File: config.mk
export PLATFORM = sky130hd
export DESIGN_NAME = hdvt_ctrl
export DESIGN_NICKNAME = d
export VERILOG_FILES = /design/src/hdl/hdvt_pkg.sv /design/src/hdl/hdvt_ctrl.sv
export SDC_FILE = /design/constraint.sdc
export NUM_CORES = 1
export LEC_CHECK = 0
export BUFFER_PORTS_ARGS = -buffer_cell sky130_fd_sc_hd__buf_2
export CORE_AREA = 3 3 40 42
export DETAILED_ROUTE_END_ITERATION = 7
export DIE_AREA = 0 0 43 45
export GPL_ROUTABILITY_DRIVEN = 0
export PLACE_DENSITY = 0.44
export SLEW_MARGIN = 20
export SYNTH_ARGS = -nofsm -noshare
export SYNTH_HDL_FRONTEND = slang
export SYNTH_SLANG_ARGS = --single-unit
File: constraint.sdc
create_clock -name clk_i -period 1.12 [get_ports clk_i]
set_clock_uncertainty 0.2 [all_clocks]
set_input_delay 0.336 -clock clk_i [delete_from_list [all_inputs] [get_ports clk_i]]
set_output_delay 0.336 -clock clk_i [all_outputs]
set_load 0.01 [all_outputs]
File: src/hdl/hdvt_pkg.sv
// shared types and constants of the hashed direct value table
package hdvt_pkg;

  // fixed field widths
  localparam int KEY_W     = 64;
  localparam int VAL_W     = 64;
  localparam int CNT_W     = 11;
  localparam int BUCKET_W  = 10;
  localparam int KIND_W    = 2;
  localparam int DIV_CNT_W = 6;

  // hash constants
  localparam logic [KEY_W-1:0] HASH_XOR_K  = 64'd61;
  localparam int               HASH_SH_A   = 16;
  localparam int               HASH_SH_B   = 3;
  localparam int               HASH_SH_C   = 4;
  localparam logic [31:0]      HASH_MUL_K  = 32'h27d4eb2d;
  localparam int               HASH_SH_D   = 15;

  // bucket count after reset
  localparam logic [CNT_W-1:0] COUNT_RESET = 11'd1024;

  // request kinds
  typedef enum logic [KIND_W-1:0] {
    KIND_ADD = 2'd0,
    KIND_GET = 2'd1,
    KIND_DEL = 2'd2
  } kind_e;

  // controller states
  typedef enum logic [2:0] {
    ST_CLEAR,
    ST_IDLE,
    ST_MUL_LO,
    ST_MUL_HI,
    ST_FOLD,
    ST_DIV,
    ST_MEM,
    ST_RESP
  } state_e;

  // controller to datapath commands
  typedef struct packed {
    logic clr_we;
    logic load;
    logic mul_lo;
    logic mul_hi;
    logic fold;
    logic div_step;
    logic mem_op;
    logic rsp_load;
  } cmd_t;

  // datapath to controller status
  typedef struct packed {
    logic clr_last;
    logic div_last;
  } sts_t;

endpackage

File: src/hdl/hdvt_ctrl.sv
// sequencer for clearing, hashing, remainder and table access
module hdvt_ctrl (
  input  logic          clk_i,
  input  logic          rst_ni,
  input  logic          req_valid_i,
  output logic          req_ready_o,
  output logic          rsp_valid_o,
  input  logic          rsp_ready_i,
  output hdvt_pkg::cmd_t cmd_o,
  input  hdvt_pkg::sts_t sts_i
);
  import hdvt_pkg::*;

  state_e state_q, state_d;
  logic   rsp_valid_q, rsp_valid_d;

  // next state
  always_comb begin
    state_d = state_q;
    case (state_q)
      ST_CLEAR:  if (sts_i.clr_last) state_d = ST_IDLE;
      ST_IDLE:   if (req_valid_i) state_d = ST_MUL_LO;
      ST_MUL_LO: state_d = ST_MUL_HI;
      ST_MUL_HI: state_d = ST_FOLD;
      ST_FOLD:   state_d = ST_DIV;
      ST_DIV:    if (sts_i.div_last) state_d = ST_MEM;
      ST_MEM:    state_d = ST_RESP;
      ST_RESP:   if (!rsp_valid_q || rsp_ready_i) state_d = ST_IDLE;
      default:   state_d = ST_CLEAR;
    endcase
  end

  // commands
  always_comb begin
    cmd_o       = '0;
    req_ready_o = 1'b0;
    case (state_q)
      ST_CLEAR:  cmd_o.clr_we = 1'b1;
      ST_IDLE: begin
        req_ready_o = 1'b1;
        cmd_o.load  = req_valid_i;
      end
      ST_MUL_LO: cmd_o.mul_lo = 1'b1;
      ST_MUL_HI: cmd_o.mul_hi = 1'b1;
      ST_FOLD:   cmd_o.fold = 1'b1;
      ST_DIV:    cmd_o.div_step = 1'b1;
      ST_MEM:    cmd_o.mem_op = 1'b1;
      ST_RESP:   cmd_o.rsp_load = !rsp_valid_q || rsp_ready_i;
      default:   cmd_o = '0;
    endcase
  end

  // output slot occupancy
  always_comb begin
    rsp_valid_d = rsp_valid_q;
    if (cmd_o.rsp_load) begin
      rsp_valid_d = 1'b1;
    end else if (rsp_ready_i) begin
      rsp_valid_d = 1'b0;
    end
  end

  assign rsp_valid_o = rsp_valid_q;

  // state registers
  always_ff @(posedge clk_i or negedge rst_ni) begin
    if (!rst_ni) begin
      state_q     <= ST_CLEAR;
      rsp_valid_q <= 1'b0;
    end else begin
      state_q     <= state_d;
      rsp_valid_q <= rsp_valid_d;
    end
  end

`ifndef SYNTHESIS
  // a pending response is never overwritten
  a_no_overwrite: assert property (@(posedge clk_i) disable iff (!rst_ni)
    cmd_o.rsp_load |-> (!rsp_valid_q || rsp_ready_i))
    else $error("response overwritten before taken");

  // one request at a time
  a_one_in_flight: assert property (@(posedge clk_i) disable iff (!rst_ni)
    (req_valid_i && req_ready_o) |=> !req_ready_o)
    else $error("second request accepted while busy");

  // valid only rises from a response load
  a_valid_src: assert property (@(posedge clk_i) disable iff (!rst_ni)
    $rose(rsp_valid_q) |-> $past(cmd_o.rsp_load))
    else $error("response valid without load");
`endif

endmodule

Yosys cells after proc, flatten, opt, wreduce, memory -nomap -nowiden
Cells that the tools add are included.
{"block": "totals", "output_inout_bits": 10, "latch_bits": 0, "regBits": 4, "ram_bits": 0, "wordCells": 34, "romBits": 0, "memories": 0, "inputBits": 6}
{"block": "classes", "addsub": 0, "n_shift": 0, "bitwise_logic": 0, "n_eq_ne": 11, "n_lt_le_gt_ge": 0, "mux": 16, "n_reduce_logical": 5, "n_div": 0, "n_mul": 0}
{"operator": "$pmux 3 s8", "n": 1}
{"operator": "$eq 3x3->1 const B", "n": 4}
{"operator": "$mux 3", "n": 4}
{"operator": "$mux 1", "n": 11}
{"operator": "$ne 2x2->1 const B", "n": 4}
{"operator": "$eq 3x2->1 const B", "n": 2}
{"operator": "$reduce_and 4->1", "n": 1}
{"operator": "$eq 3x1->1 const B", "n": 1}
{"operator": "$logic_not 3->1", "n": 1}
{"operator": "$reduce_bool 2->1", "n": 1}
{"operator": "$logic_not 1->1", "n": 1}
{"operator": "$logic_or 1x1->1", "n": 1}

Logic depth before layout (Yosys ltp)
Gate-level depths: netlist (run 1).
{"block": "depth", "ltp_word": 4, "ltp_mapped": 4}

Least setup slack after synthesis (run 1)
OpenSTA, ideal clock, no wires.
{"block": "synth_path", "kind": "reg-to-output", "start": "register state_q[1]", "end": "output port cmd_o[3] in the netlist's numbering", "stages_incl_launch_ff": 3, "t_arrival_ps": 882, "path_buffers": 1, "t_required_ps": 584, "slack_ps": -298, "path_cell_list": "dfrtp_1 buf_2 nor3b_1"}
{"item": "start: declaration", "line": "hdvt_ctrl.sv:14", "text": "state_e state_q, state_d;"}
{"item": "start signal: assignment", "line": "hdvt_ctrl.sv:71", "text": "state_q <= state_d;"}
{"item": "end: declaration", "line": "hdvt_ctrl.sv:9", "text": "output hdvt_pkg::cmd_t cmd_o,"}

==> results of run 1 <==
-- synth_stat cells, drive strengths merged --
master  number
nor4         1
nor2         5
nand4b       2
a21oi        1
nand2        1
nor3b        3
o21ai        1
dfrtp        4
and2         1
nor3         1
and3b        2
buf          4
nor2b        1
nand2b       1
nand3        2
or2b         2
-- cell families after synthesis --
kind of cell | Yosys count | share of synthesized area, %
compound gates | 2 | 3.46
flops | 4 | 34.6
simple gates | 22 | 53.2
buf+inv | 4 | 8.66
-- power by group --
part | total, uW | internal [uW] | switching [uW]
Combinational | 1130 | 659 | 472
Clock | 170 | 119 | 50.4
Sequential | 306 | 219 | 87.4
-- how the worst max path moves through the flow --
| stage | from | end | slack (ns) | cells after the start |
|---|---|---|---|---|
| 3_3_place_gp | state_q[1] | cmd_o[0] | -0.39 | 3 |
| 2_1_floorplan | state_q[2] | cmd_o[6] | -0.28 | 2 |
| 6_report | state_q[2] | cmd_o[6] | -0.56 | 3 |
| 5_1_grt | state_q[2] | cmd_o[6] | -0.63 | 3 |
| 4_1_cts | state_q[1] | cmd_o[6] | -0.59 | 3 |
| 3_5_place_dp | state_q[1] | cmd_o[6] | -0.42 | 3 |
-- registers in the layout, summed over array words and instances, names as in the netlist --
name,cells
rsp_valid_o,1
state_q,3
-- stage by stage --
stage / utilization, % / hold slack, ns / worst slack [ns]
2_1_floorplan: - / -0.160 / -0.282
3_3_place_gp: 37.4 / -0.0567 / -0.387
3_5_place_dp: 37.4 / -0.0562 / -0.425
4_1_cts: 45.3 / 0.165 / -0.590
5_1_grt: 45.3 / 0.182 / -0.632
6_report: 45.3 / 0.174 / -0.563
-- final cells by class --
type                            count  area [sq um]
Clock buffer                        3          22.5
Fill cell                         132           703
Multi-Input combinational cell     24           214
Sequential cell                     4           103
Tap cell                           15          18.8
Timing Repair Buffer               28           224
-- repair_timing --
item / CTS / global route
resized for setup: 9 / 0
hold buffers: 1 / 0
pin swaps: 4 / 3
endpoints found under the setup margin: 13 / 12
endpoints found under the hold margin: 4 / 0
buffers inserted: 4 / 0
-- routing by layer --
layer / global-route usage (%) / share of wire [%] / vias up
li1: - / - / 164
met1: 9.98 / 40 / 143
met2: 14.4 / 54 / 8
met3: 1.59 / 6.2 / 0
met4: 7.23 / 0 / 0
met5: 0 / 0 / -
-- worst max-delay path, delay by kind of cell, from the launching register on --
kind	cells	cell delay [ns]
buf+inv	1	0.09
flops	1	0.43
simple gates	2	0.39
==> out/metrics.json, run 1 <==
{
  "run_status": {
    "status": "finished, violations left",
    "violations_in_the_final_reports": "negative setup slack"
  },
  "sta": {
    "finalSetupTns_ns": -5.52,
    "grt_setup_unrepaired": "yes",
    "setup_viol_count_final": 12,
    "finalCritPeriodShare_pct": 150,
    "timing.fmax_mhz": 594,
    "slew_viol_final": 0,
    "timing.final.ws_setup_ns": -0.563,
    "worst_pin_slew_ns": 0.191,
    "min_period_ns": 1.68,
    "finalHoldViolations": 0,
    "timing.max_slew.rel_slack_pct": 87.2
  },
  "route": {
    "first_iter_violations": 1,
    "first_pass_iters": 3,
    "drt-wirelength-per-cell_um": 10.3,
    "wirelength_routed_um": 760,
    "via_count": 315,
    "avgViaCountPerCell": 4.26,
    "remaining_drc_errors": 0,
    "remaining_antenna_violation_count_after_routing": 0
  },
  "worst_setup_path": {
    "cp_slowest_stage_delay_ns": 0.43,
    "regToRegEndpoint": "state_q[0]",
    "critical_path.slowest_cell": "dfrtp_2",
    "worst_ep_arrival_time_ns": 1.15,
    "type_of_origin_of_the_critical_path": "register",
    "r2r.worst_path.cells": 6,
    "critical_setup_path_class": "register to output port",
    "crit-reg2reg-launch": "state_q[1]",
    "critical_path_end_type": "output port",
    "r2r_slack_ns": -0.38,
    "cp_cell_sequence": "nor3b_2 > and2_4 > buf_6",
    "cp.required_ns": 0.58,
    "timing.critical_path.fanout_max": 4
  },
  "synthesis": {
    "synth_top_cells_by_area": "dfrtp_1 (35%), nor3b_2 (8.7%), nor2_1 (6.5%)",
    "synth_seq_area_share_pct": 34.6,
    "mapped_nets": 38,
    "post_synth.cell_area_avg_sq_um": 9.03,
    "postSynthRegisterBits": 4,
    "yosys.area.top_type_share_pct": 34.6,
    "syn-instance-count": 32,
    "synth-warning-count": 0,
    "synth.cell_area_sq_um": 289,
    "yosysTopAreaCell": "dfrtp_1",
    "post_synth_num_cell_types": 18
  },
  "grt": {
    "grt_max_degree": 9,
    "global_route.usage.total_pct": 8.77,
    "grt_antenna_before_repair": 0,
    "grt_first_pass_wirelength_um": 1230,
    "grt_pass1_vias": 301,
    "grt_remaining_overflow": 0
  },
  "floorplan": {
    "die_area_sq_um": 1940,
    "fp.dieW_um": 43,
    "initial_core_util_pct": 22.5,
    "core_area_sq_um": 1280,
    "rows": 13,
    "boundaryPins": 16,
    "die_height_um": 45
  },
  "clocking": {
    "clkTransAtPathRegs_ns": 0.03,
    "numCtsBuffers": 3,
    "tritoncts": "yes",
    "root_buffer": "clkbuf_4",
    "max-clock-path-buffers": 2,
    "clock_tree.htree_level_count": 1,
    "cts.sink_count": 4,
    "clk_latency_ns": 0.23
  },
  "power": {
    "design_power_uw": 1610,
    "leakagePower_uw": 0.000284,
    "power_density_nw_per_um2": 2760,
    "power.ir.vdd_worst_uv": 1010
  },
  "place": {
    "place_inst": 66,
    "dpl-instance-area_sq_um": 480,
    "dpl.hpwl_um": 616,
    "buffer_ports.inserted": 15
  },
  "final_layout": {
    "number_of_nets_in_the_finished_design": 67,
    "final_cells": 74,
    "drive_above_1_share_pct": 74.6,
    "area.growth.synth_to_final_pct": 101,
    "final_instance_area_sq_um": 582,
    "antennaDiodeCount": 0,
    "layout.cells.most_common_list": "buf_2 (11), buf_4 (8), buf_6 (7)",
    "layout_commonest_cell": "buf_2"
  },
  "hold_path": {
    "min_to": "state_q[0]",
    "hold-path-cell-count": 3,
    "hold_path_startpoint": "sts_i[1]",
    "min_path_type": "primary input to register"
  },
  "job": {
    "maxCapViolCount": 0
  }
}
Note: power is estimated with default switching activity, not from simulation.
==> run 2, diff against run 1 <==
BUFFER_PORTS_ARGS = not set   (was -buffer_cell sky130_fd_sc_hd__buf_2)
DONT_BUFFER_PORTS = 1   (was not set)
PLACE_DENSITY = 0.33   (was 0.44)
==> out/metrics.json, run 2 (synthesis results as in run 1) <==
{
  "floorplan": {
    "fp.dieW_um": 43,
    "die_height_um": 45,
    "initial_core_util_pct": 22.5,
    "rows": 13,
    "die_area_sq_um": 1940,
    "core_area_sq_um": 1280,
    "boundaryPins": 16
  },
  "final_layout": {
    "antennaDiodeCount": 0,
    "layout_commonest_cell": "buf_4",
    "final_cells": 67,
    "number_of_nets_in_the_finished_design": 60,
    "largest_register": "state_q",
    "drive_above_1_share_pct": 73.1,
    "layout.cells.most_common_list": "buf_4 (10), buf_6 (9), nor2_1 (3), clkbuf_4 (3), dfrtp_2 (3)",
    "final_instance_area_sq_um": 572,
    "area.growth.synth_to_final_pct": 97.8,
    "largest_register_ff_count": 3
  },
  "worst_setup_path": {
    "critPathBufInv": 1,
    "type_of_origin_of_the_critical_path": "register",
    "r2r.worst_path.cells": 5,
    "timing.critical_path.fanout_max": 7,
    "cp_slowest_stage_delay_ns": 0.44,
    "worst_ep_arrival_time_ns": 1.08,
    "critical_path.slowest_cell": "dfrtp_2",
    "timing.critical_path.depth": 2,
    "critical_setup_path_class": "register to output port",
    "crit-reg2reg-launch": "state_q[2]",
    "critical_path_end_type": "output port",
    "critical_path.top_delay_family": "flip-flops",
    "cp.required_ns": 0.58,
    "cp_cell_sequence": "buf_12 > and3b_2",
    "startpoint": "state_q[1]"
  },
  "sta": {
    "grt_setup_unrepaired": "yes",
    "slew_viol_final": 0,
    "worst_pin_slew_ns": 0.192,
    "finalHoldViolations": 0,
    "min_period_ns": 1.61,
    "timing.final.ws_setup_ns": -0.493,
    "timing.fmax_mhz": 620,
    "setup_viol_count_final": 13,
    "hold_slack_ns": 0.104,
    "timing.max_slew.rel_slack_pct": 87.2,
    "finalCritPeriodShare_pct": 144
  },
  "job": {
    "maxCapViolCount": 0
  },
  "place": {
    "buffer_ports.inserted": 0,
    "place_inst": 54,
    "dpl-instance-area_sq_um": 428,
    "pre_cts_ws_ns": -0.363,
    "dpl.hpwl_um": 636
  },
  "hold_path": {
    "min_path_type": "primary input to register",
    "hold-path-cell-count": 2,
    "hold_path_startpoint": "sts_i[1]"
  },
  "clocking": {
    "clkTransAtPathRegs_ns": 0.03,
    "root_buffer": "clkbuf_4",
    "tritoncts": "yes",
    "numCtsBuffers": 3,
    "cts.sink_count": 4,
    "clock_tree.htree_level_count": 1,
    "max-clock-path-buffers": 2,
    "clk_latency_ns": 0.23
  },
  "run_status": {
    "violations_in_the_final_reports": "negative setup slack",
    "status": "finished, violations left"
  },
  "grt": {
    "global_route.usage.total_pct": 9.69,
    "grt_pass1_vias": 297,
    "grt_max_degree": 8,
    "grt_antenna_before_repair": 0,
    "grt_first_pass_wirelength_um": 1320,
    "grt_remaining_overflow": 0
  },
  "power": {
    "power.ir.vdd_worst_uv": 1040,
    "power_density_nw_per_um2": 3000,
    "leakagePower_uw": 0.000257
  },
  "route": {
    "remaining_drc_errors": 0,
    "avgViaCountPerCell": 4.64,
    "first_pass_iters": 4,
    "remaining_antenna_violation_count_after_routing": 0,
    "via_count": 311,
    "first_iter_violations": 2,
    "drt-wirelength-per-cell_um": 12.4,
    "wirelength_routed_um": 828
  }
}
[run 2: metal layers]
layer / routed length, um / vias up / GRT usage, %
met3: 65 / 0 / 2.39
met5: 0 / - / 0
li1: - / 150 / -
met4: 0 / 0 / 9.04
met1: 281 / 148 / 10.9
met2: 480 / 13 / 15.0
[run 2: what timing repair did]
action | CTS | global route
hold endpoints to repair | 4 | 0
setup endpoints to repair | 13 | 14
resized for setup | 9 | 4
buffers inserted | 8 | 1
pin swaps | 6 | 4
hold buffers | 1 | 0
[run 2: final cells by class]
class | instances | area, sq um
Clock buffer | 3 | 22.5
Fill cell | 128 | 713
Multi-Input combinational cell | 24 | 220
Sequential cell | 4 | 104
Tap cell | 15 | 18.8
Timing Repair Buffer | 21 | 206
[run 2: power by group]
part / internal [uW] / leakage (uW) / switching, uW
Combinational: 728 / 0.000199 / 483
Sequential: 222 / 0.0000444 / 104
Clock: 120 / 0.0000138 / 56.1
Total: 1070 / 0.000257 / 644
[run 2: worst paths after layout]
check	end	slack [ns]
worst min register to register	rsp_valid_o	0.48
worst max-delay path	cmd_o[2]	-0.49
min in group asynchronous	rsp_valid_o	0.18
worst min-delay path	state_q[0]	0.10
worst max register to register	state_q[0]	-0.35
max in group asynchronous	state_q[0]	0.35
[run 2: through the flow]
stage / utilization [%] / total power [uW] / TNS, ns
after floorplan: - / 913 / -1.79
after global routing: 44.5 / 1830 / -5.69
after detailed placement: 33.3 / 1190 / -3.68
final: 44.5 / 1710 / -5.08
after global placement: 33.3 / 1160 / -3.26
after CTS: 42.7 / 1670 / -5.22
==> run 3, diff against run 2 <==
CORE_AREA = 2 2 39 41   (was 3 3 40 42)
DIE_AREA = 0 0 41 43   (was 0 0 43 45)
RECOVER_POWER = 100   (was not set)
TNS_END_PERCENT = 30   (was not set)
==> out/metrics.json, run 3 (synthesis results as in run 1) <==
{
  "worst_setup_path": {
    "worst_ep_arrival_time_ns": 1.09,
    "timing.critical_path.fanout_max": 4,
    "cp.required_ns": 0.58,
    "crit-reg2reg-launch": "state_q[2]",
    "cp_slowest_stage_delay_ns": 0.43,
    "r2r.worst_path.cells": 5,
    "cp_cell_sequence": "nor3b_4 > and2_4",
    "critical_setup_path_class": "register to output port",
    "regToRegEndpoint": "state_q[0]",
    "critical_path.top_delay_family": "flip-flops",
    "r2r_slack_ns": -0.30,
    "critical_path_end_type": "output port",
    "critical_path.slowest_cell": "dfrtp_2",
    "type_of_origin_of_the_critical_path": "register",
    "critPathBufInv": 0
  },
  "final_layout": {
    "largest_register": "state_q",
    "drive_above_1_share_pct": 68.1,
    "layout.cells.most_common_list": "buf_4 (11), nor2_1 (4), buf_6 (4)",
    "number_of_nets_in_the_finished_design": 55,
    "largest_register_ff_count": 3,
    "layout_commonest_cell": "buf_4",
    "area.growth.synth_to_final_pct": 74.0,
    "antennaDiodeCount": 0,
    "final_instance_area_sq_um": 503
  },
  "sta": {
    "slew_viol_final": 0,
    "timing.final.ws_setup_ns": -0.505,
    "min_period_ns": 1.63,
    "timing.max_slew.rel_slack_pct": 85.5,
    "worst_pin_slew_ns": 0.217,
    "setup_viol_count_final": 13,
    "grt_setup_unrepaired": "yes",
    "timing.fmax_mhz": 615,
    "finalCritPeriodShare_pct": 145,
    "finalHoldViolations": 0,
    "finalSetupTns_ns": -4.88
  },
  "route": {
    "wirelength_routed_um": 804,
    "first_pass_iters": 2,
    "avgViaCountPerCell": 4.48,
    "drt-wirelength-per-cell_um": 12.8,
    "remaining_antenna_violation_count_after_routing": 0,
    "via_count": 282,
    "remaining_drc_errors": 0,
    "first_iter_violations": 3
  },
  "power": {
    "swShare_pct": 39.5,
    "leakagePower_uw": 0.000223,
    "power_density_nw_per_um2": 2940,
    "total_switching_power_uw": 584,
    "p_clk_share_pct": 11.6,
    "p_comb_share_pct": 66.7,
    "sequentialPowerShare_pct": 21.8,
    "power.ir.vdd_worst_uv": 978,
    "p_int_uw": 894
  },
  "run_status": {
    "violations_in_the_final_reports": "negative setup slack",
    "status": "finished, violations left"
  },
  "clocking": {
    "max-clock-path-buffers": 2,
    "clk_latency_ns": 0.23,
    "clkTransAtPathRegs_ns": 0.04,
    "tritoncts": "yes",
    "clock_tree.htree_level_count": 1,
    "cts.sink_count": 4,
    "root_buffer": "clkbuf_4",
    "numCtsBuffers": 3
  },
  "grt": {
    "grt_remaining_overflow": 0,
    "grt_antenna_before_repair": 0,
    "global_route.usage.total_pct": 11.1,
    "grt_first_pass_wirelength_um": 1300,
    "grt_pass1_vias": 306,
    "grt_max_degree": 8
  },
  "hold_path": {
    "min_path_type": "primary input to register",
    "hold_path_startpoint": "sts_i[1]",
    "min_to": "state_q[0]",
    "hold-path-cell-count": 2
  },
  "floorplan": {
    "fp.dieW_um": 41,
    "boundaryPins": 16,
    "die_area_sq_um": 1760,
    "rows": 14,
    "die_height_um": 43,
    "core_area_sq_um": 1380,
    "initial_core_util_pct": 20.9
  },
  "place": {
    "dpl.hpwl_um": 600,
    "dpl-instance-area_sq_um": 390,
    "buffer_ports.inserted": 0
  },
  "job": {
    "maxCapViolCount": 0
  }
}
run 3: changes by cell type in the layout (fill, tap and decap cells not counted), sizes merged:
cell and delta:
buf -5
run 3: worst max-delay path by stage:
stage,depth (start not counted),slack [ns],endpoint,start
after detailed placement,2,-0.31,cmd_o[3],state_q[1]
after global placement,2,-0.29,cmd_o[2],state_q[1]
after global routing,2,-0.56,cmd_o[6],state_q[1]
after CTS,2,-0.50,cmd_o[6],state_q[2]
after floorplan,2,-0.28,cmd_o[6],state_q[2]
final,2,-0.51,cmd_o[6],state_q[2]
run 3: repair_timing:
| action | CTS | global route |
|---|---|---|
| setup buffers | 2 | 1 |
| setup endpoints to repair | 13 | 14 |
| pin swaps | 0 | 2 |
| gates resized for setup | 8 | 8 |
| endpoints found under the hold margin | 4 | 0 |
| hold buffers | 1 | 0 |
run 3: area by class of cell:
type	instances	area, sq um
clock buffers	3	22.5
fillers	147	881
multi-input cells	24	219
flip-flops and latches	4	104
well taps	16	20.0
repair buffers	16	138
run 3: per-layer routing:
layer,vias to the layer above,routed length [um],global-route usage [%]
met2,6,475,17.8
li1,140,-,-
met3,0,27,4.71
met1,136,302,12.3
met4,0,0,4.00
met5,-,0,0
run 3: power by group through the flow:
stage | combinational [uW] | sequential [uW] | clock (uW)
finish | 985 | 322 | 171
global route | 1060 | 337 | 198
CTS | 893 | 289 | 181
detailed placement | 745 | 295 | 0
global placement | 735 | 294 | 0
floorplan | 514 | 266 | 0
run 3: stage by stage:
stage / hold WS, ns / total power, uW / worst slack [ns] / std cells / utilization [%]
2_1_floorplan: -0.160 / 781 / -0.282 / 32 / -
3_3_place_gp: -0.159 / 1030 / -0.295 / 56 / 28.2
3_5_place_dp: -0.159 / 1040 / -0.314 / 56 / 28.2
4_1_cts: 0.0659 / 1360 / -0.500 / 62 / 33.5
5_1_grt: 0.0706 / 1600 / -0.556 / 63 / 36.3
6_report: 0.0643 / 1480 / -0.505 / 63 / 36.3
